[src/rtl/rrb_pkg.sv]
package rrb_pkg;

	typedef struct packed {
		logic [5:0]  source_index;
		logic [31:0] wrap_cycles;
		logic [15:0] max_seq;
		logic [31:0] base_seq;
		logic [31:0] packets_received;
		logic        sr_seen;
		logic [63:0] sr_ntp;
		logic [31:0] now_sec;
		logic [19:0] now_usec;
		logic [31:0] sr_arrival_sec;
		logic [19:0] sr_arrival_usec;
	} req_t;

	typedef struct packed {
		logic [31:0] ext_highest_seq;
		logic [23:0] cumulative_lost;
		logic [7:0]  fraction_lost;
		logic [31:0] last_sr;
		logic [31:0] delay_since_sr;
	} rsp_t;

	typedef enum logic [2:0] {
		ST_CLEAR,
		ST_IDLE,
		ST_READ,
		ST_PREP,
		ST_DIV,
		ST_DONE
	} state_t;

	typedef enum logic [1:0] {
		RM_ZERO,
		RM_SAT,
		RM_DIV
	} res_mode_t;

	typedef struct packed {
		logic load;
		logic step;
	} div_ctl_t;

	localparam logic [19:0] USEC_PER_SEC = 20'd1000000;
	// 65536 / 1000000 reduces to 1024 / 15625
	localparam int unsigned DLY_SHIFT    = 10;
	localparam logic [13:0] DLY_DIV      = 14'd15625;
	// delays of 65536 s or more saturate
	localparam logic [53:0] DLY_LIMIT    = 54'd65536 * 54'(USEC_PER_SEC);
	localparam int unsigned DLY_NUM_W    = 46;
	localparam int unsigned DLY_STEPS    = 11;
	localparam int unsigned FRAC_STEPS   = 8;
	localparam int unsigned CNT_W        = 4;
	localparam logic [7:0]  FRAC_SAT     = 8'd255;
	localparam logic [31:0] DLY_SAT      = 32'hFFFF_FFFF;

endpackage

[src/rtl/rrb_frac_div.sv]
module rrb_frac_div (
	input  logic                clk,
	input  rrb_pkg::div_ctl_t   ctl,
	input  logic [31:0]         lost,
	input  logic [31:0]         expect_cnt,
	output logic [7:0]          quot
);
	import rrb_pkg::*;

	logic [31:0] rem_q;
	logic [31:0] div_q;
	logic [7:0]  quot_q;
	logic [32:0] trial;
	logic        fits;

	// restoring divide, one quotient bit per step; lost < expected on entry
	assign trial = {rem_q, 1'b0};
	assign fits  = trial >= {1'b0, div_q};

	always_ff @(posedge clk) begin
		if (ctl.load) begin
			rem_q  <= lost;
			div_q  <= expect_cnt;
			quot_q <= '0;
		end else if (ctl.step) begin
			rem_q  <= fits ? 32'(trial - {1'b0, div_q}) : trial[31:0];
			quot_q <= {quot_q[6:0], fits};
		end
	end

	assign quot = quot_q;

endmodule

[config.mk]
export PLATFORM = sky130hd
export DESIGN_NAME = rrb_frac_div
export DESIGN_NICKNAME = d
export VERILOG_FILES = /design/src/rtl/rrb_pkg.sv /design/src/rtl/rrb_frac_div.sv
export SDC_FILE = /design/constraint.sdc
export NUM_CORES = 1
export LEC_CHECK = 0
export BUFFER_PORTS_ARGS = -buffer_cell sky130_fd_sc_hd__buf_2
export CAP_MARGIN = 20
export CORE_ASPECT_RATIO = 2
export CORE_UTILIZATION = 45
export CTS_CLUSTER_DIAMETER = 100
export DETAILED_ROUTE_END_ITERATION = 8
export GPL_TIMING_DRIVEN = 0
export PLACE_DENSITY = 0.66
export SYNTH_ARGS = -nofsm -noshare
export SYNTH_HDL_FRONTEND = slang
export SYNTH_SLANG_ARGS = --single-unit
[constraint.sdc]
create_clock -name clk -period 5.2 [get_ports clk]
set_clock_uncertainty 0.05 [all_clocks]
set_input_delay 0.78 -clock clk [delete_from_list [all_inputs] [get_ports clk]]
set_output_delay 0.78 -clock clk [all_outputs]
set_load 0.005 [all_outputs]
# Word level (Yosys, flattened, before mapping)
# Cells that the tools add are included.
# word_totals
reg_bits	72
input_bits	67
output_inout_bits	8
elab_cells	9
# op_classes
n_addsub	1
magnitude_cmp	1
mux	3
n_reduce_logical	1
# op_table
cell	count
32-bit two-way mux	3
33-bit by 32-bit >= comparator with 1-bit output	1
32-bit subtractor	1
2-bit nonzero test	1

# Logic depth before layout (Yosys ltp)
# Gate-level depths: netlist (run 1).
# logic_depth
depth_word	4
ltp_mapped	13
depth_no_buf	11

# Worst setup path after synthesis (run 1)
# Ideal clock, no wire load.
# synth_timing
path_type	register to register
startpoint	register rem_q[0]
endpoint	register rem_q[16], data pin
setup_time_ns	0.260
arrival_time_ns	2.378
required_ns	4.890
path_slack_ns	2.512
stages_incl_launch_ff	11
path_buffers	1
period_less_slack_ns	2.688
cell_sequence	edfxtp_1 ha_1 nor2b_1 o31a_1 o31a_2 o2111ai_1 nand3_1 nand2_1 buf_4 o21ai_1 mux2_2
# synth_between
elab_chain_cells	4
elab_cells_between_ends	5
classes_between	1 x add/sub; 1 x order compare; 3 x mux
# synth_rtl
element	line	source
start: declaration	rrb_frac_div.sv:10	logic [31:0] rem_q;
start signal: assignment	rrb_frac_div.sv:22	rem_q <= lost;
start signal: assignment	rrb_frac_div.sv:26	rem_q <= fits ? 32'(trial - {1'b0, div_q}) : trial[31:0];
32-bit subtractor or 33-bit by 32-bit >= comparator with 1-bit output (tied branches)	rrb_frac_div.sv:26, rrb_frac_div.sv:18	
32-bit two-way mux *	rrb_frac_div.sv:26	
32-bit two-way mux *	rrb_frac_div.sv:25	end else if (ctl.step) begin
32-bit two-way mux *	rrb_frac_div.sv:21	if (ctl.load) begin
# Every way passes the cells marked *; elsewhere a longest branch is shown, timed or not. The select of a mux whose other input is x is not followed.
# A chain may end at the register's enable or synchronous reset.

# Worst setup path in the final report (run 1)
# layout_timing
startpoint	register rem_q[0]
endpoint	register rem_q[4], data pin
# The elaborated chain is that of the path after synthesis.

==> out/metrics.yaml, run 1 <==
floorplanning:
  die_area_mm2: 0.0112
  io_pins: 75
  core_mm2: 0.0105
  placementRows: 53
  die_w_um: 75.4
  die_h_um: 149
  start_util_pct: 46.3
drt:
  drc: 0
  drt_iter0_drc: 236
  routed_wl_um: 12300
  postRouteAntennaNets: 0
  dr_total_vias: 3904
  post_drt_via_cell_ratio: 5.54
  wire_per_inst_um: 17.4
  drtPass1Iterations: 4
setup_path:
  cp-end-kind: "register"
  critPathKind: "register to register"
  r2r_cells: 11
  crit_path_start_kind: "register"
  crit_top_cell: "a211oi_1"
  critPathSlowestCell: "edfxtp_1"
  arrival_ns: 3.12
  path_max_fanout: 10
  cp.required_ns: 5.22
  crit_chain: "ha_1 -> nor2b_1 -> o31a_1 -> o31a_2 -> o2111ai_1 -> nand3_1 -> nand2_1 -> buf_4 -> a211oi_1 -> a211oi_1 -> a21oi_1"
  critPathMaxStageDelay_ns: 0.42
sta:
  fin_tns_setup_ns: 0
  final-setup-viol-count: 0
  slew_violations: 0
  hold_violations: 0
  worstMarginPinSlew_ns: 0.928
  max_slew_margin_pct: 38.1
  fin_crit_sh_pct: 59.5
  max_freq_mhz: 323
  holdWs_ns: 0.461
  min_period_ns: 3.09
  rsz0062_at_grt: "false"
yosys:
  synth_top_area_cell: "edfxtp_1"
  synth_top_area_share_pct: 39.6
  postSynthAreaPerCell_um2: 10.1
  synth_edf_count: 64
  synth_cell_types: 65
  ys_warn_count: 0
  synthArstFlopShare_pct: 0
  synth.cell_area_mm2: 0.00485
  ys_ff_latch: 72
  seq_area_frac_synth_pct: 42.9
  synth_area_leaders: "edfxtp_1 (40%), ha_1 (8.3%), a21oi_1 (3.6%), dfxtp_1 (3.3%), xnor2_1 (3.3%)"
  syn_inst: 479
  synth_nets: 579
  synth_ff_type: "edfxtp_1"
min_path:
  hold_path_depth: 2
  min_path_type: "register to register"
power_and_ir_drop:
  power_mw: 3.50
  swShare_pct: 40.6
  combPwrFrac_pct: 54.8
  powerDensity_mw_per_mm2: 614
  p_leak_nw: 2.47
  max-vdd-ir-drop_mv: 0.275
  p_switching_mw: 1.42
  clkPwrFrac_pct: 19.3
  seqPwrFrac_pct: 25.9
  power.internal_mw: 2.08
run:
  drv_cap: 0
finish:
  final_common_cell: "buf_2"
  drive_above_1_share_pct: 22.4
  antennaDiodeCount: 0
  fillers: 1009
  multi_input_area_mm2: 0.00251
  area_growth_pct: 17.7
  regArea_mm2: 0.00208
  finalInstanceArea_mm2: 0.00571
  fin_nets: 663
  layout_common_cells: "buf_2 (74), edfxtp_1 (64), inv_1 (41)"
clock_network:
  cts_sinks: 72
  cts_setup_buffers: 0
  h-tree-depth: 3
  cts_tree: "built"
  cts_buffer_depth: 2
  clkTransAtPathRegs_ns: 0.06
  cts_resized: 0
  cts_buffers: 9
  clock_latency_ns: 0.35
  root_buffer: "clkbuf_16"
  ctsHoldBuffers: 0
global_routing:
  grt_pass1_wl_um: 19300
  first_global_vias: 4134
  antenna_found_initial: 0
  grt_max_degree: 39
  grt-ovfl-total: 0
  track_usage_pct: 23.5
placement:
  gp_congestion: 0.911
  dp_hpwl_um: 9120
  place_area_mm2: 0.00539
  port_buffers: 73
status:
  status: "completed"
==> power by group through the flow <==
stage	Clock (mW)	Sequential (mW)	Combinational (mW)
6_report	0.677	0.907	1.92
2_1_floorplan	0	0.891	1.47
4_1_cts	0.690	0.907	1.91
3_5_place_dp	0	0.915	1.89
5_1_grt	0.705	0.924	2.10
3_3_place_gp	0	0.908	1.87
==> flip-flops by register name, indices dropped and copies added (netlist names) <==
register and count:
quot 8, div_q 32, rem_q 32
==> cell usage after synthesis (9+ instances only) <==
| cell type | count |
|---|---|
| clkbuf_1 | 10 |
| nand2_1 | 37 |
| o21a_1 | 14 |
| ha_1 | 32 |
| inv_1 | 41 |
| o21ai_0 | 13 |
| xnor2_1 | 18 |
| a21oi_1 | 35 |
| a21o_1 | 11 |
| nor2_1 | 27 |
| edfxtp_1 | 64 |
| and3_1 | 12 |
| mux2_2 | 12 |
| nand3_1 | 9 |
| o21ai_1 | 20 |
==> kinds of logic after synthesis <==
kind of cell | synth area share, %
buf+inv | 5.29
compound gates | 21.6
flops | 42.9
fa+ha+maj | 8.67
simple gates | 12.3
xor+xnor | 4.70
mux | 4.44
==> critical path, delay by kind of cell (launching register included) <==
family | cells | cell delay [ns]
and+or+nand+nor | 3 | 0.46
buffers and inverters | 1 | 0.23
adders and majority gates | 1 | 0.33
AOI/OAI and AO/OA | 6 | 1.32
DFF | 1 | 0.42
==> metrics by stage <==
stage	instances	worst slack [ns]	utilization, %
floorplan	479	2.51	-
CTS	705	2.03	54.5
global route	705	1.86	54.5
detailed placement	689	1.66	51.4
finish	705	2.11	54.5
global placement	689	1.77	51.4
==> layout make-up <==
| class | count | share of cell area, % |
|---|---|---|
| Clock inverter | 5 | 1.40 |
| Buffer | 19 | 1.80 |
| Tap cell | 137 | 3.00 |
| Sequential cell | 72 | 36.5 |
| Inverter | 41 | 2.70 |
| Timing Repair Buffer | 73 | 6.40 |
| Multi-Input combinational cell | 347 | 44.0 |
| Clock buffer | 11 | 4.25 |
==> path summary, 6_finish.rpt <==
kind	slack [ns]	start	end
setup / recovery	2.11	rem_q[0]	rem_q[4]
hold reg to reg	0.46	quot[7]	quot[7]
setup reg to reg	2.11	rem_q[0]	rem_q[4]
hold / removal	0.46	quot[7]	quot[7]
==> per-layer routing <==
layer  track usage [%]  wire length [um]  up-vias
met1              22.9              4450     1833
met4              11.9               509        0
met5                 0                 0        -
met2              43.8              6900      103
li1                  -                 -     1930
met3              5.07               414       38
Note: power is estimated with default switching activity, not from simulation.
==> run 2: changes to the inputs <==
--- a/config.mk
+++ b/config.mk
@@ -5,6 +5,7 @@
 export SDC_FILE = /design/constraint.sdc
 export NUM_CORES = 1
 export LEC_CHECK = 0
+export ABC_AREA = 1
 export BUFFER_PORTS_ARGS = -buffer_cell sky130_fd_sc_hd__buf_2
 export CAP_MARGIN = 20
 export CORE_ASPECT_RATIO = 2
@@ -12,7 +13,6 @@
 export CTS_CLUSTER_DIAMETER = 100
 export DETAILED_ROUTE_END_ITERATION = 8
 export GPL_TIMING_DRIVEN = 0
-export PLACE_DENSITY = 0.66
 export SYNTH_ARGS = -nofsm -noshare
 export SYNTH_HDL_FRONTEND = slang
 export SYNTH_SLANG_ARGS = --single-unit
==> constraint.sdc (replaced) <==
create_clock -name clk -period 3.1 [get_ports clk]
set_clock_uncertainty 0.05 [all_clocks]
set_input_delay 0.465 -clock clk [delete_from_list [all_inputs] [get_ports clk]]
set_output_delay 0.465 -clock clk [all_outputs]
set_load 0.005 [all_outputs]
==> run 2 against run 1 <==
  * Critical path depth rose by 2
  * Setup slack got worse by 1.7 ns
  * First-iteration DRC count rose by 3.4%
  * Register-to-register slack got worse by 1.7 ns
  * Critical path type unchanged
  * Synthesized area rose by 20%
  * Critical endpoint is now rem_q[25]
  * Highest routed layer unchanged
  * Die area rose by 19%
  * Hold slack got worse by 0.22 ns
  * Total power rose by 35%
  * Clock power rose by 65%
==> out/metrics.yaml, run 2 <==
min_path:
  min_path_type: "input port to register"
  hold_path_depth: 1
  min_from: "expect_cnt[26]"
  min_to: "div_q[26]"
yosys:
  synth.most_common_cell: "nand2_1"
  ys_warn_count: 0
  synth_edf_count: 64
  synthArstFlopShare_pct: 0
  synth_nets: 941
  syn_inst: 841
  postSynthAreaPerCell_um2: 6.91
  synthTopCellsByCount: "nand2_1 (330), inv_1 (163), edfxtp_1 (64), nand3_1 (63), nor2_1 (41)"
  synth_area_leaders: "edfxtp_1 (33%), nand2_1 (21%), inv_1 (11%), ha_1 (6.9%), nand3_1 (5.4%)"
  synth_top_area_cell: "edfxtp_1"
  ys_ff_latch: 72
  synth_cell_types: 35
  synth_top_area_share_pct: 33.1
  synth.cell_area_mm2: 0.00581
  synth_ff_type: "edfxtp_1"
  seq_area_frac_synth_pct: 35.8
drt:
  wire_per_inst_um: 16.1
  routed_wl_um: 17400
  drtPass1Iterations: 6
  drc: 0
  post_drt_via_cell_ratio: 4.96
  dr_total_vias: 5370
  drt_iter0_drc: 244
  postRouteAntennaNets: 0
setup_path:
  path_max_fanout: 10
  r2r_cells: 13
  crit_path_start_kind: "register"
  critPathKind: "register to register"
  critPathMaxStageDelay_ns: 0.49
  rr_startpoint: "rem_q[17]"
  cp.required_ns: 3.15
  crit_top_cell: "nand2_1"
  cp-end-kind: "register"
  critPathSlowestCell: "edfxtp_1"
  reg2reg_to: "rem_q[25]"
  reg2reg_slack_ns: 0.42
  crit_chain: "ha_1 -> nand2_1 -> nor2_2 -> nand2_1 -> nor2_2 -> nand2_1 -> nand3_2 -> nor2_8 -> nand2_8 -> buf_8 -> nand3_1 -> nand2_1 -> nand2_1"
  arrival_ns: 2.73
placement:
  place_area_mm2: 0.00640
  pre_cts_ws_ns: 0.231
  dp_hpwl_um: 14300
  gp_congestion: 0.941
  port_buffers: 74
  dp.cells: 1066
floorplanning:
  die_h_um: 163
  placementRows: 58
  die_w_um: 82.3
  die_area_mm2: 0.0134
  core_mm2: 0.0126
  io_pins: 75
  start_util_pct: 46.3
sta:
  fin_ws_ns: 0.424
  slew_violations: 0
  max_slew_margin_pct: 39.9
  hold_violations: 0
  worstMarginPinSlew_ns: 0.901
  holdWs_ns: 0.243
  min_period_ns: 2.68
  final-setup-viol-count: 0
  fin_tns_setup_ns: 0
  fin_crit_sh_pct: 86.3
  rsz0062_at_grt: "false"
  max_freq_mhz: 374
clock_network:
  cts_buffers: 9
  clkTransAtPathRegs_ns: 0.07
  ctsHoldBuffers: 0
  clock_latency_ns: 0.34
  cts_setup_buffers: 0
  cts_tree: "built"
  h-tree-depth: 3
  cts_buffer_depth: 2
  root_buffer: "clkbuf_16"
  cts_resized: 0
  cts_sinks: 72
status:
  status: "completed"
run:
  drv_cap: 0
finish:
  final_common_cell: "nand2_1"
  fin_nets: 1027
  area_growth_pct: 15.6
  finalInstanceArea_mm2: 0.00671
  fillers: 1304
  fin_cells: 1082
  fin_util_pct: 53.5
  layout_common_cells: "nand2_1 (330), inv_1 (163), buf_2 (80)"
  antennaDiodeCount: 0
  drive_above_1_share_pct: 14.5
power_and_ir_drop:
  powerDensity_mw_per_mm2: 703
  power_mw: 4.72
  p_leak_nw: 3.63
  max-vdd-ir-drop_mv: 0.398
global_routing:
  track_usage_pct: 28.2
  grt-ovfl-total: 0
  first_global_vias: 5496
  grt_max_degree: 34
  antenna_found_initial: 0
  grt_pass1_wl_um: 27400
==> run 2: metal layers <==
metal | GRT usage (%) | share of wire, % | vias up
li1 | - | - | 2786
met1 | 28.5 | 37 | 2414
met2 | 54.0 | 56 | 130
met3 | 2.86 | 2.5 | 40
met4 | 14.0 | 4.7 | 0
met5 | 0 | 0 | -
==> run 2: worst max-delay path, delay by kind of cell, from the launching register on <==
family | cells | cell delay (ns)
adder cells (fa/ha/maj) | 1 | 0.43
buffers and inverters | 1 | 0.15
AND/OR/NAND/NOR | 11 | 1.30
flip-flops | 1 | 0.49
==> run 2: layout make-up <==
type	count	area, um^2	area share, %
repair buffers	75	398	5.93
flip-flops and latches	72	2080	31.0
multi-input cells	581	2970	44.2
inverters	171	642	9.56
clock buffers	11	254	3.78
clock inverters	5	62.6	0.932
well taps	150	188	2.80
plain buffers	17	121	1.81
==> run 2: how the worst max path moves through the flow <==
stage              start   endpoint  cells after the start
5_1_grt        rem_q[17]  rem_q[25]                     13
2_1_floorplan     ctl[1]   rem_q[0]                      3
3_5_place_dp      ctl[1]  rem_q[16]                      5
4_1_cts        rem_q[17]  rem_q[25]                     13
3_3_place_gp      ctl[1]  rem_q[18]                      4
6_report       rem_q[17]  rem_q[25]                     13
==> run 2: power breakdown <==
part	switching [mW]	internal [mW]	total, mW
logic	1.46	0.820	2.28
clock network	0.443	0.677	1.12
registers	0.0759	1.25	1.33
total	1.97	2.75	4.72
==> run 2: cell families (layout without fill, tap and decap cells) <==
| logic type | count (synthesis) | after routing | share of synthesized area (%) |
|---|---|---|---|
| and+or+nand+nor | 501 | 501 | 38.4 |
| buffers and inverters | 188 | 279 | 13.1 |
| DFF | 72 | 72 | 35.8 |
| adders and majority gates | 33 | 33 | 7.24 |
| AOI/OAI and AO/OA | 33 | 33 | 3.32 |
| xor gates and xnor gates | 14 | 14 | 2.11 |
