--- src/rtl/rrb_pkg.sv ---
package rrb_pkg;

	typedef struct packed {
		logic [5:0]  source_index;
		logic [31:0] wrap_cycles;
		logic [15:0] max_seq;
		logic [31:0] base_seq;
		logic [31:0] packets_received;
		logic        sr_seen;
		logic [63:0] sr_ntp;
		logic [31:0] now_sec;
		logic [19:0] now_usec;
		logic [31:0] sr_arrival_sec;
		logic [19:0] sr_arrival_usec;
	} req_t;

	typedef struct packed {
		logic [31:0] ext_highest_seq;
		logic [23:0] cumulative_lost;
		logic [7:0]  fraction_lost;
		logic [31:0] last_sr;
		logic [31:0] delay_since_sr;
	} rsp_t;

	typedef enum logic [2:0] {
		ST_CLEAR,
		ST_IDLE,
		ST_READ,
		ST_PREP,
		ST_DIV,
		ST_DONE
	} state_t;

	typedef enum logic [1:0] {
		RM_ZERO,
		RM_SAT,
		RM_DIV
	} res_mode_t;

	typedef struct packed {
		logic load;
		logic step;
	} div_ctl_t;

	localparam logic [19:0] USEC_PER_SEC = 20'd1000000;
	// 65536 / 1000000 reduces to 1024 / 15625
	localparam int unsigned DLY_SHIFT    = 10;
	localparam logic [13:0] DLY_DIV      = 14'd15625;
	// delays of 65536 s or more saturate
	localparam logic [53:0] DLY_LIMIT    = 54'd65536 * 54'(USEC_PER_SEC);
	localparam int unsigned DLY_NUM_W    = 46;
	localparam int unsigned DLY_STEPS    = 11;
	localparam int unsigned FRAC_STEPS   = 8;
	localparam int unsigned CNT_W        = 4;
	localparam logic [7:0]  FRAC_SAT     = 8'd255;
	localparam logic [31:0] DLY_SAT      = 32'hFFFF_FFFF;

endpackage

--- src/rtl/rrb_dly_div.sv ---
module rrb_dly_div (
	input  logic                           clk,
	input  rrb_pkg::div_ctl_t              ctl,
	input  logic [rrb_pkg::DLY_NUM_W-1:0]  num,
	output logic [31:0]                    quot
);
	import rrb_pkg::*;

	// radix-8 long division by the constant; remainder stays below the divisor
	localparam int unsigned LOW_W = 3 * DLY_STEPS;

	logic [13:0]      rem_q;
	logic [LOW_W-1:0] num_q;
	logic [31:0]      quot_q;
	logic [16:0]      trial;
	logic [2:0]       digit;
	logic [16:0]      sub;

	function automatic logic [16:0] multiple(input logic [2:0] k);
		return 17'(k) * 17'(DLY_DIV);
	endfunction

	assign trial = {rem_q, num_q[LOW_W-1 -: 3]};

	always_comb begin
		digit = '0;
		for (int k = 1; k < 8; k++) begin
			if (trial >= multiple(3'(k))) begin
				digit = 3'(k);
			end
		end
		sub = trial - multiple(digit);
	end

	always_ff @(posedge clk) begin
		if (ctl.load) begin
			rem_q  <= 14'(num[DLY_NUM_W-1:LOW_W]);
			num_q  <= num[LOW_W-1:0];
			quot_q <= '0;
		end else if (ctl.step) begin
			rem_q  <= sub[13:0];
			num_q  <= {num_q[LOW_W-4:0], 3'b000};
			quot_q <= {quot_q[28:0], digit};
		end
	end

	assign quot = quot_q;

endmodule

--- config.mk ---
export PLATFORM = sky130hd
export DESIGN_NAME = rrb_dly_div
export DESIGN_NICKNAME = d
export VERILOG_FILES = /design/src/rtl/rrb_pkg.sv /design/src/rtl/rrb_dly_div.sv
export SDC_FILE = /design/constraint.sdc
export NUM_CORES = 1
export LEC_CHECK = 0
export BUFFER_PORTS_ARGS = -buffer_cell sky130_fd_sc_hd__buf_4
export CORE_UTILIZATION = 56
export CTS_BUF_LIST = sky130_fd_sc_hd__clkbuf_16
export DETAILED_ROUTE_END_ITERATION = 6
export PLACE_DENSITY = 0.9
export SETUP_SLACK_MARGIN = 0.15
export SYNTH_ARGS = -nofsm -noshare
export SYNTH_HDL_FRONTEND = slang
export SYNTH_SLANG_ARGS = --single-unit
--- constraint.sdc ---
create_clock -name clk -period 5.9 [get_ports clk]
set_clock_uncertainty 0.15 [all_clocks]
set_input_delay 1.18 -clock clk [delete_from_list [all_inputs] [get_ports clk]]
set_output_delay 1.18 -clock clk [all_outputs]
set_load 0.05 [all_outputs]
======== Yosys cells after proc, flatten, opt, wreduce, memory -nomap -nowiden ========
Cells that the tools add are included.
storage, ports and cells
  word-level logic and storage cells ...... 25
  register bits ........................... 79
cells by class
  reduce and logical (&&, ||, !) cells .... 1
  $add $sub $neg .......................... 1
  $mul .................................... 1
  mux-type cells .......................... 11
  order comparisons ....................... 7
operators by type and width
  operator                                                count
  two-way mux 33 bit                                      2
  >= comparator 17 bit (second input constant)            3
  >= comparator 17 x 16 -> 1 bit (second input constant)  2
  two-way mux 13 bit                                      2
  two-way mux 3 bit                                       6
  >= comparator 17 x 14 -> 1 bit (second input constant)  1
  >= comparator 17 x 15 -> 1 bit (second input constant)  1
  multiplier 3 x 14 -> 14 bit (second input constant)     1
  subtractor 14 bit                                       1
  nonzero test 2 bit                                      1
  two-way mux 1 bit                                       1

======== Logic depth before layout (Yosys ltp) ========
Gate-level depths: netlist (run 1).
  depth in word-level cells ............... 12
  depth in mapped cells ................... 19
  depth with buffers taken out ............ 18

======== Worst setup path after synthesis (run 1) ========
Ideal clock, no wire load.
  path type ............................... reg2reg
  start ................................... register rem_q[4]
  end ..................................... register rem_q[12] (data pin)
  setup slack ............................. 1579 ps
  setup time .............................. 169 ps
  stages on the path, launching flop included .. 19
  data arrival time ....................... 4002 ps
  clock period less this slack ............ 4321 ps
  path through ............................ edfxtp_1 -> or4_1 -> o2111ai_1 -> o211ai_1 -> o22a_1 -> o21ba_2 -> nor2_1 -> ha_1 -> inv_1 -> ha_1 -> a21boi_0 -> o21a_1 -> o21a_1 -> o21ai_0 -> a31oi_1 -> o21ai_0 -> a21boi_0 -> o21a_1 -> o31ai_1
between the ends
  cells in the longest elaborated chain, start to end .. 12
  elaborated cells between the ends (all ways) .. 18
  classes of those cells .................. 1 x add/sub; 1 x mul; 7 x order compare; 9 x mux
RTL lines
  item                             line               text
  from (decl)                      rrb_dly_div.sv:12  logic [13:0] rem_q;
  from (signal assigned)           rrb_dly_div.sv:37  rem_q <= 14'(num[DLY_NUM_W-1:LOW_W]);
  from (signal assigned)           rrb_dly_div.sv:41  rem_q <= sub[13:0];
  >= comparator 17 x 14 -> 1 bit   rrb_dly_div.sv:28  if (trial >= multiple(3'(k))) begin
  two-way mux 1 bit                rrb_dly_div.sv:28
  two-way mux 3 bit (5 in a row)   rrb_dly_div.sv:28
  two-way mux 3 bit (*)            rrb_dly_div.sv:28
  net digit[0]                     rrb_dly_div.sv:16  logic [2:0] digit;
  multiplier 3 x 14 -> 14 bit (*)  rrb_dly_div.sv:20  return 17'(k) * 17'(DLY_DIV);
  subtractor 14 bit (*)            rrb_dly_div.sv:32  sub = trial - multiple(digit);
  two-way mux 13 bit (*)           rrb_dly_div.sv:40  end else if (ctl.step) begin
  two-way mux 13 bit (*)           rrb_dly_div.sv:36  if (ctl.load) begin
The timed path passes the listed nets; every way through them passes the cells marked *. The select of a mux whose other input is x is not followed.
A chain may end at the register's enable or synchronous reset.

======== Final worst setup path (run 1) ========
  start ................................... register num_q[32]
  end ..................................... register rem_q[12] (data pin)
between the ends
  elaborated cells between the ends (all ways) .. 18
  classes of those cells .................. 1 x add/sub; 1 x mul; 7 x order compare; 9 x mux
RTL lines
  item                             line               text
  from (decl)                      rrb_dly_div.sv:13  logic [LOW_W-1:0] num_q;
  from (signal assigned)           rrb_dly_div.sv:38  num_q <= num[LOW_W-1:0];
  from (signal assigned)           rrb_dly_div.sv:42  num_q <= {num_q[LOW_W-4:0], 3'b000};
  >= comparator 17 x 16 -> 1 bit   rrb_dly_div.sv:28
  two-way mux 3 bit (4 in a row)   rrb_dly_div.sv:28
  two-way mux 3 bit (*)            rrb_dly_div.sv:28
  net digit[2]                     rrb_dly_div.sv:16
  multiplier 3 x 14 -> 14 bit (*)  rrb_dly_div.sv:20
  subtractor 14 bit (*)            rrb_dly_div.sv:32
  two-way mux 13 bit (*)           rrb_dly_div.sv:40
  two-way mux 13 bit (*)           rrb_dly_div.sv:36
Marked as above.

==> results.cfg, run 1 <==
[synthesis]
ys_seq_area_share_pct = 47.96
synth.cell_area_sq_mm = 0.004258
synth_fp_nets = 476
ys_warn_count = 0
syn_avg_cell_area_sq_um = 10.54
synthFlopType = edfxtp_1
ys_ff_latch = 79
ys_types = 48
synthArstFlopShare_pct = 0
synth_edf_count = 46
synth_cells = 404

[clocking]
cts.sinks = 79
ctsHoldBuffers = 0
cts_buffer_depth = 2
numCtsBuffers = 9
cts_max_level = 3
cts_tree = yes
path_clk_slew_ns = 0.06
post_cts_buffers = 0
ctsResizeCount = 0
clk_latency_ns = 0.34
clockRootBuffer = clkbuf_16

[routing]
drc = 0
drt-pass1-iter-count = 7
drt_iter0_drc = 348
final_antenna_net_count = 0
post_drt_wl_per_cell_um = 16.79
routed_via_density = 5.787
drt_wl_total_um = 9772
via_count = 3368

[sta]
min_period_over_period_pct = 84.00
setup_viol = 0
rsz0062_at_grt = false
fin_crit_ns = 4.956
drv_slew = 0
holdWs_ns = 0.3644
relSlewSlack_pct = 28.39
clock.fmax_mhz = 201.8
hold_viol = 0
tightestPinTransition_ns = 1.074
tns_ns = 0

[critical_path]
reg2regPathDepth = 18
critPathKind = reg2reg
endpoint = rem_q[12]
critPathCaptureType = register
r2r-start = num_q[32]
crit_fanout = 8
startpoint_type = register
cp-startpoint = num_q[32]
worstPathRequired_ns = 5.91
reg2reg_slack_ns = 0.94
arrival_ns = 4.97
reg2reg_to = rem_q[12]

[grt]
grt_pass1_vias = 3298
globalRouteOverflowTotal = 0
globalRouteTotalUtil_pct = 26.63
antenna_found_initial = 0
grt_pass1_wl_um = 15880
grt_max_degree = 87

[power]
pwr-share-clk_pct = 14.4
swShare_pct = 45.51
combPwrFrac_pct = 61.6
power_frac_seq_pct = 23.9
intPower_mw = 1.881
leakagePower_nw = 2.274
p_per_area_mw_per_mm2 = 665.8
p_sw_mw = 1.571
vdd_drop_max_mv = 0.4879

[min_path]
holdPathStages = 2
hp-class = reg2reg

[floorplan]
die_h_um = 89.20
rows = 31
dieArea_sq_mm = 0.007956
core-area_sq_mm = 0.007292
ios = 81
floorplan.initialDensity_pct = 58.39
die_width_um = 89.20

[outcome]
status = finished, final reports clean

[job]
maxCapViolations = 0

[placed_design]
hpwl_um = 6708
portBuffers = 80
place.gp.congestion = 0.9084

[cells_and_area]
nets = 550
num_antenna_cells = 0
drive_gt1_share_pct = 26.50
fin_util_pct = 71.10
synthToLayoutAreaGrowth_pct = 21.77
-- layer usage --
metal  global-route usage [%]  vias up  wire (um)
li1                         -     1594          -
met1                    35.68     1609       3970
met2                    42.61      132       4883
met3                    4.617       33        669
met4                    11.83        0        248
met5                        0        -          0
-- cell families after synthesis --
family,after synthesis,synth area share [%]
AO/OA/AOI/OAI,69,11.05
XOR/XNOR,10,2.057
adder cells (fa/ha/maj),23,7.464
buffers and inverters,51,4.496
flip-flops,79,47.96
multiplexers,64,15.96
AND/OR/NAND/NOR,108,11.02
-- flip-flops by register name (all words and copies together), names as in the netlist --
name / count
num_q: 33
quot: 32
rem_q: 14
-- worst max-delay path, cell delays in order, from the launching register on --
cell and delay [ns]:
edfxtp_1 0.49, o31ai_1 0.32, nand4_1 0.14, a41oi_1 0.40, inv_1 0.24, o21ba_2 0.26, nor2_1 0.41, ha_1 0.33
inv_1 0.06, ha_1 0.28, a21boi_0 0.17, o21a_1 0.20, o21a_1 0.17, o21ai_0 0.29, a31oi_1 0.15, o21ai_0 0.17
a21boi_0 0.13, o21a_1 0.18, o31ai_1 0.21
-- Yosys cell counts, types with 5 or more instances --
master | number | area, sq um
nor2_1 | 51 | 191.4
edfxtp_1 | 46 | 1381
dfxtp_1 | 33 | 660.6
inv_1 | 33 | 123.9
mux2i_1 | 33 | 330.3
mux2_2 | 31 | 349.1
nand2_1 | 28 | 105.1
ha_1 | 19 | 237.7
o21ai_0 | 14 | 70.07
a21oi_1 | 10 | 50.05
clkbuf_1 | 10 | 37.54
buf_1 | 7 | 26.28
xnor2_1 | 7 | 61.31
nand3_1 | 6 | 30.03
a21o_1 | 5 | 37.54
a31oi_1 | 5 | 31.28
nand4_1 | 5 | 31.28
nor3_1 | 5 | 25.02
-- cells in the final DEF, fill, tap and decap left out, types with 6 or more instances in the layout --
master	netlist	final
edfxtp_1	46	46
nand2_1	28	28
clkbuf_16	0	9
xnor2_1	7	7
nor2_1	51	51
mux2_2	31	31
dfxtp_1	33	33
mux2i_1	33	33
o21ai_0	14	14
nand3_1	6	6
ha_1	19	19
a21oi_1	10	10
buf_4	0	80
inv_1	33	34
-- through the flow --
stage / total power, mW / instance area (sq um) / setup slack (ns) / cells
3_5_place_dp: 2.861 / 4918 / 1.072 / 566
2_1_floorplan: 2.402 / 4258 / 1.579 / 404
6_report: 3.452 / 5185 / 0.9440 / 582
3_3_place_gp: 2.749 / 4918 / 1.290 / 566
4_1_cts: 3.402 / 5185 / 1.020 / 582
5_1_grt: 3.743 / 5185 / 0.4150 / 582
-- area by class of cell --
| cell class | instances | area, sq um |
|---|---|---|
| Fill cell | 539 | 2107 |
| Sequential cell | 79 | 2042 |
| Clock inverter | 7 | 41.29 |
| Multi-Input combinational cell | 274 | 2024 |
| Clock buffer | 9 | 225.2 |
| Timing Repair Buffer | 80 | 600.6 |
| Tap cell | 99 | 123.9 |
| Inverter | 34 | 127.6 |
-- power by group through the flow --
stage / registers, mW / clock network [mW] / logic [mW]
global placement: 0.818 / 0 / 1.93
CTS: 0.817 / 0.499 / 2.09
floorplan: 0.810 / 0 / 1.59
detailed placement: 0.828 / 0 / 2.03
finish: 0.826 / 0.498 / 2.13
global route: 0.832 / 0.521 / 2.39
-- how the worst min path moves through the flow --
stage	end	startpoint
after floorplan	num_q[28]	num_q[25]
after global placement	quot[30]	quot[30]
after detailed placement	quot[30]	quot[30]
after CTS	quot[30]	quot[30]
after global routing	num_q[18]	num_q[15]
final	quot[30]	quot[30]
No activity file was read; power rests on OpenSTA's default activity.
==> run 2: changes to the inputs <==
Clock period 5.9 ns to 5.2 ns, I/O delays scaled along.
==> run 2 against run 1 <==
Global-route usage increased by 0.35 points; non-clock buffer count increased by 3; critical path depth unchanged; sequential share of layout area decreased by 0.60 points; maximum frequency increased by 6.4%; first-iteration DRC count decreased by 44%; register-to-register slack got worse by 0.40 ns; routed wire length increased by 1.9%; via count increased by 0.30%; combinational power increased by 14%; sequential cell count unchanged; count of clock-buffer cells in the layout unchanged.
==> results.cfg, run 2 (synthesis gave the netlist of run 1 again) <==
[critical_path]
cp-startpoint = num_q[32]
crit_family = compound AO/OA/AOI/OAI gates
cp_slowest_cell = edfxtp_1
reg2reg_to = rem_q[12]
critPathCaptureType = register
path_cells = o31ai_1 -> nand4_1 -> a41oi_1 -> inv_1 -> o21ba_2 -> nor2_2 -> ha_1 -> inv_1 -> ha_1 -> a21boi_0 -> o21a_1 -> o21a_1 -> o21ai_0 -> a31oi_1 -> o21ai_0 -> a21boi_0 -> o21a_1 -> o31ai_1
cp_num_buf_inv = 2
crit_fanout = 8
crit_cells = 18
arrival_ns = 4.66
critPathKind = reg2reg
reg2regPathDepth = 18
r2r-start = num_q[32]
startpoint_type = register
path_common_cell = o21a_1
reg2reg_slack_ns = 0.54
worst_path_largest_cell_delay_ns = 0.50
worstPathRequired_ns = 5.20
endpoint = rem_q[12]

[floorplan]
floorplan.initialDensity_pct = 58.39
die_width_um = 89.20
dieArea_sq_mm = 0.007956
die_h_um = 89.20
core-area_sq_mm = 0.007292
ios = 81
rows = 31

[sta]
drv_slew = 0
tns_ns = 0
hold_viol = 0
rsz0062_at_grt = false
clock.fmax_mhz = 214.7
setup_viol = 0
relSlewSlack_pct = 27.65
tightestPinTransition_ns = 1.085
fin_crit_ns = 4.658
min_period_over_period_pct = 89.58

[clocking]
cts_max_level = 3
cts_tree = yes
clockRootBuffer = clkbuf_16
numCtsBuffers = 9
path_clk_slew_ns = 0.06
post_cts_buffers = 0
clk_latency_ns = 0.34
cts.sinks = 79
cts_buffer_depth = 2

[routing]
routed_via_density = 5.774
drt_iter0_drc = 195
via_count = 3378
post_drt_wl_per_cell_um = 17.01
drc = 0
final_antenna_net_count = 0
drt-pass1-iter-count = 5
drt_wl_total_um = 9953

[power]
pwr-share-clk_pct = 16.9
swShare_pct = 44.27
combPwrFrac_pct = 60.1
p_sw_mw = 1.791
intPower_mw = 2.255
p_per_area_mw_per_mm2 = 768.4
vdd_drop_max_mv = 0.4781
leakagePower_nw = 2.313
power_frac_seq_pct = 23.0

[placed_design]
place.gp.congestion = 0.9036
portBuffers = 80
dp.cells = 569
hpwl_um = 6861

[outcome]
status = finished, final reports clean

[cells_and_area]
num_antenna_cells = 0
top_register = num_q
nets = 553
final_cell_mix = buf_4 (83), nor2_1 (50), edfxtp_1 (46)
synthToLayoutAreaGrowth_pct = 23.66
largest_register_ffs = 33
drive_gt1_share_pct = 27.37
mostFrequentLayoutCell = buf_4
instances_no_fill = 585

[grt]
grt_pass1_vias = 3401
grt_pass1_wl_um = 15860
grt_max_degree = 47
globalRouteOverflowTotal = 0
globalRouteTotalUtil_pct = 26.98
antenna_found_initial = 0

[job]
maxCapViolations = 0

[min_path]
hp-class = reg2reg
==> run 2: cell types whose count changed in the layout (fill, tap and decap cells not counted), sizes merged <==
cell and change:
bufinv +2, buf +3, clkinv -1, clkinvlp -1
==> run 2: power by group through the flow <==
stage / sequential, mW / combinational (mW) / clock (mW)
2_1_floorplan: 0.919 / 1.81 / 0
3_3_place_gp: 0.929 / 2.22 / 0
3_5_place_dp: 0.936 / 2.33 / 0
4_1_cts: 0.923 / 2.39 / 0.683
5_1_grt: 0.939 / 2.71 / 0.704
6_report: 0.931 / 2.43 / 0.682
==> run 2: worst min path at each step <==
stage | from | to | slack [ns] | depth (start not counted)
6_report | quot[30] | quot[30] | 0.35 | 2
3_3_place_gp | quot[30] | quot[30] | 0.33 | 2
3_5_place_dp | quot[30] | quot[30] | 0.34 | 2
5_1_grt | quot[2] | quot[2] | 0.41 | 2
4_1_cts | quot[30] | quot[30] | 0.35 | 2
2_1_floorplan | num_q[25] | num_q[28] | 0.37 | 1
==> run 2: through the flow <==
step	setup WS [ns]	hold WS, ns	cell area [sq um]	util [%]	power, mW
4_1_cts	0.5220	0.3546	5263	72.17	3.997
6_report	0.5417	0.3538	5265	72.20	4.046
3_5_place_dp	0.5676	0.3403	4941	67.76	3.261
2_1_floorplan	0.8792	0.3748	4258	-	2.725
3_3_place_gp	0.7395	0.3298	4941	67.76	3.150
5_1_grt	0.1800	0.4056	5265	72.20	4.358
==> run 2: worst min-delay path, delay by kind of cell (launching register included) <==
kind	cells	cell delay [ns]
simple gates	1	0.08
mux	1	0.06
flops	1	0.33
==> run 2: area by class of cell <==
class                      instances  area, sq um
sequential                        79         2042
inverter                          34        127.6
multi-input combinational        274         2027
clock buffer                       9        225.2
clock inverter                     7        96.34
fill                             499         2027
tap                               99        123.9
timing repair buffer              83        623.1
==> run 2: timing repair <==
action                                  in CTS  in global routing
gates resized for setup                      0                  1
endpoints found under the setup margin       0                  1
hold buffers                                 0                  0
==> run 2: metal layers <==
layer	track usage, %	share of wire, %
met5	0	0
met4	13.28	2.4
met3	4.894	6.5
met2	45.66	50
met1	33.35	41
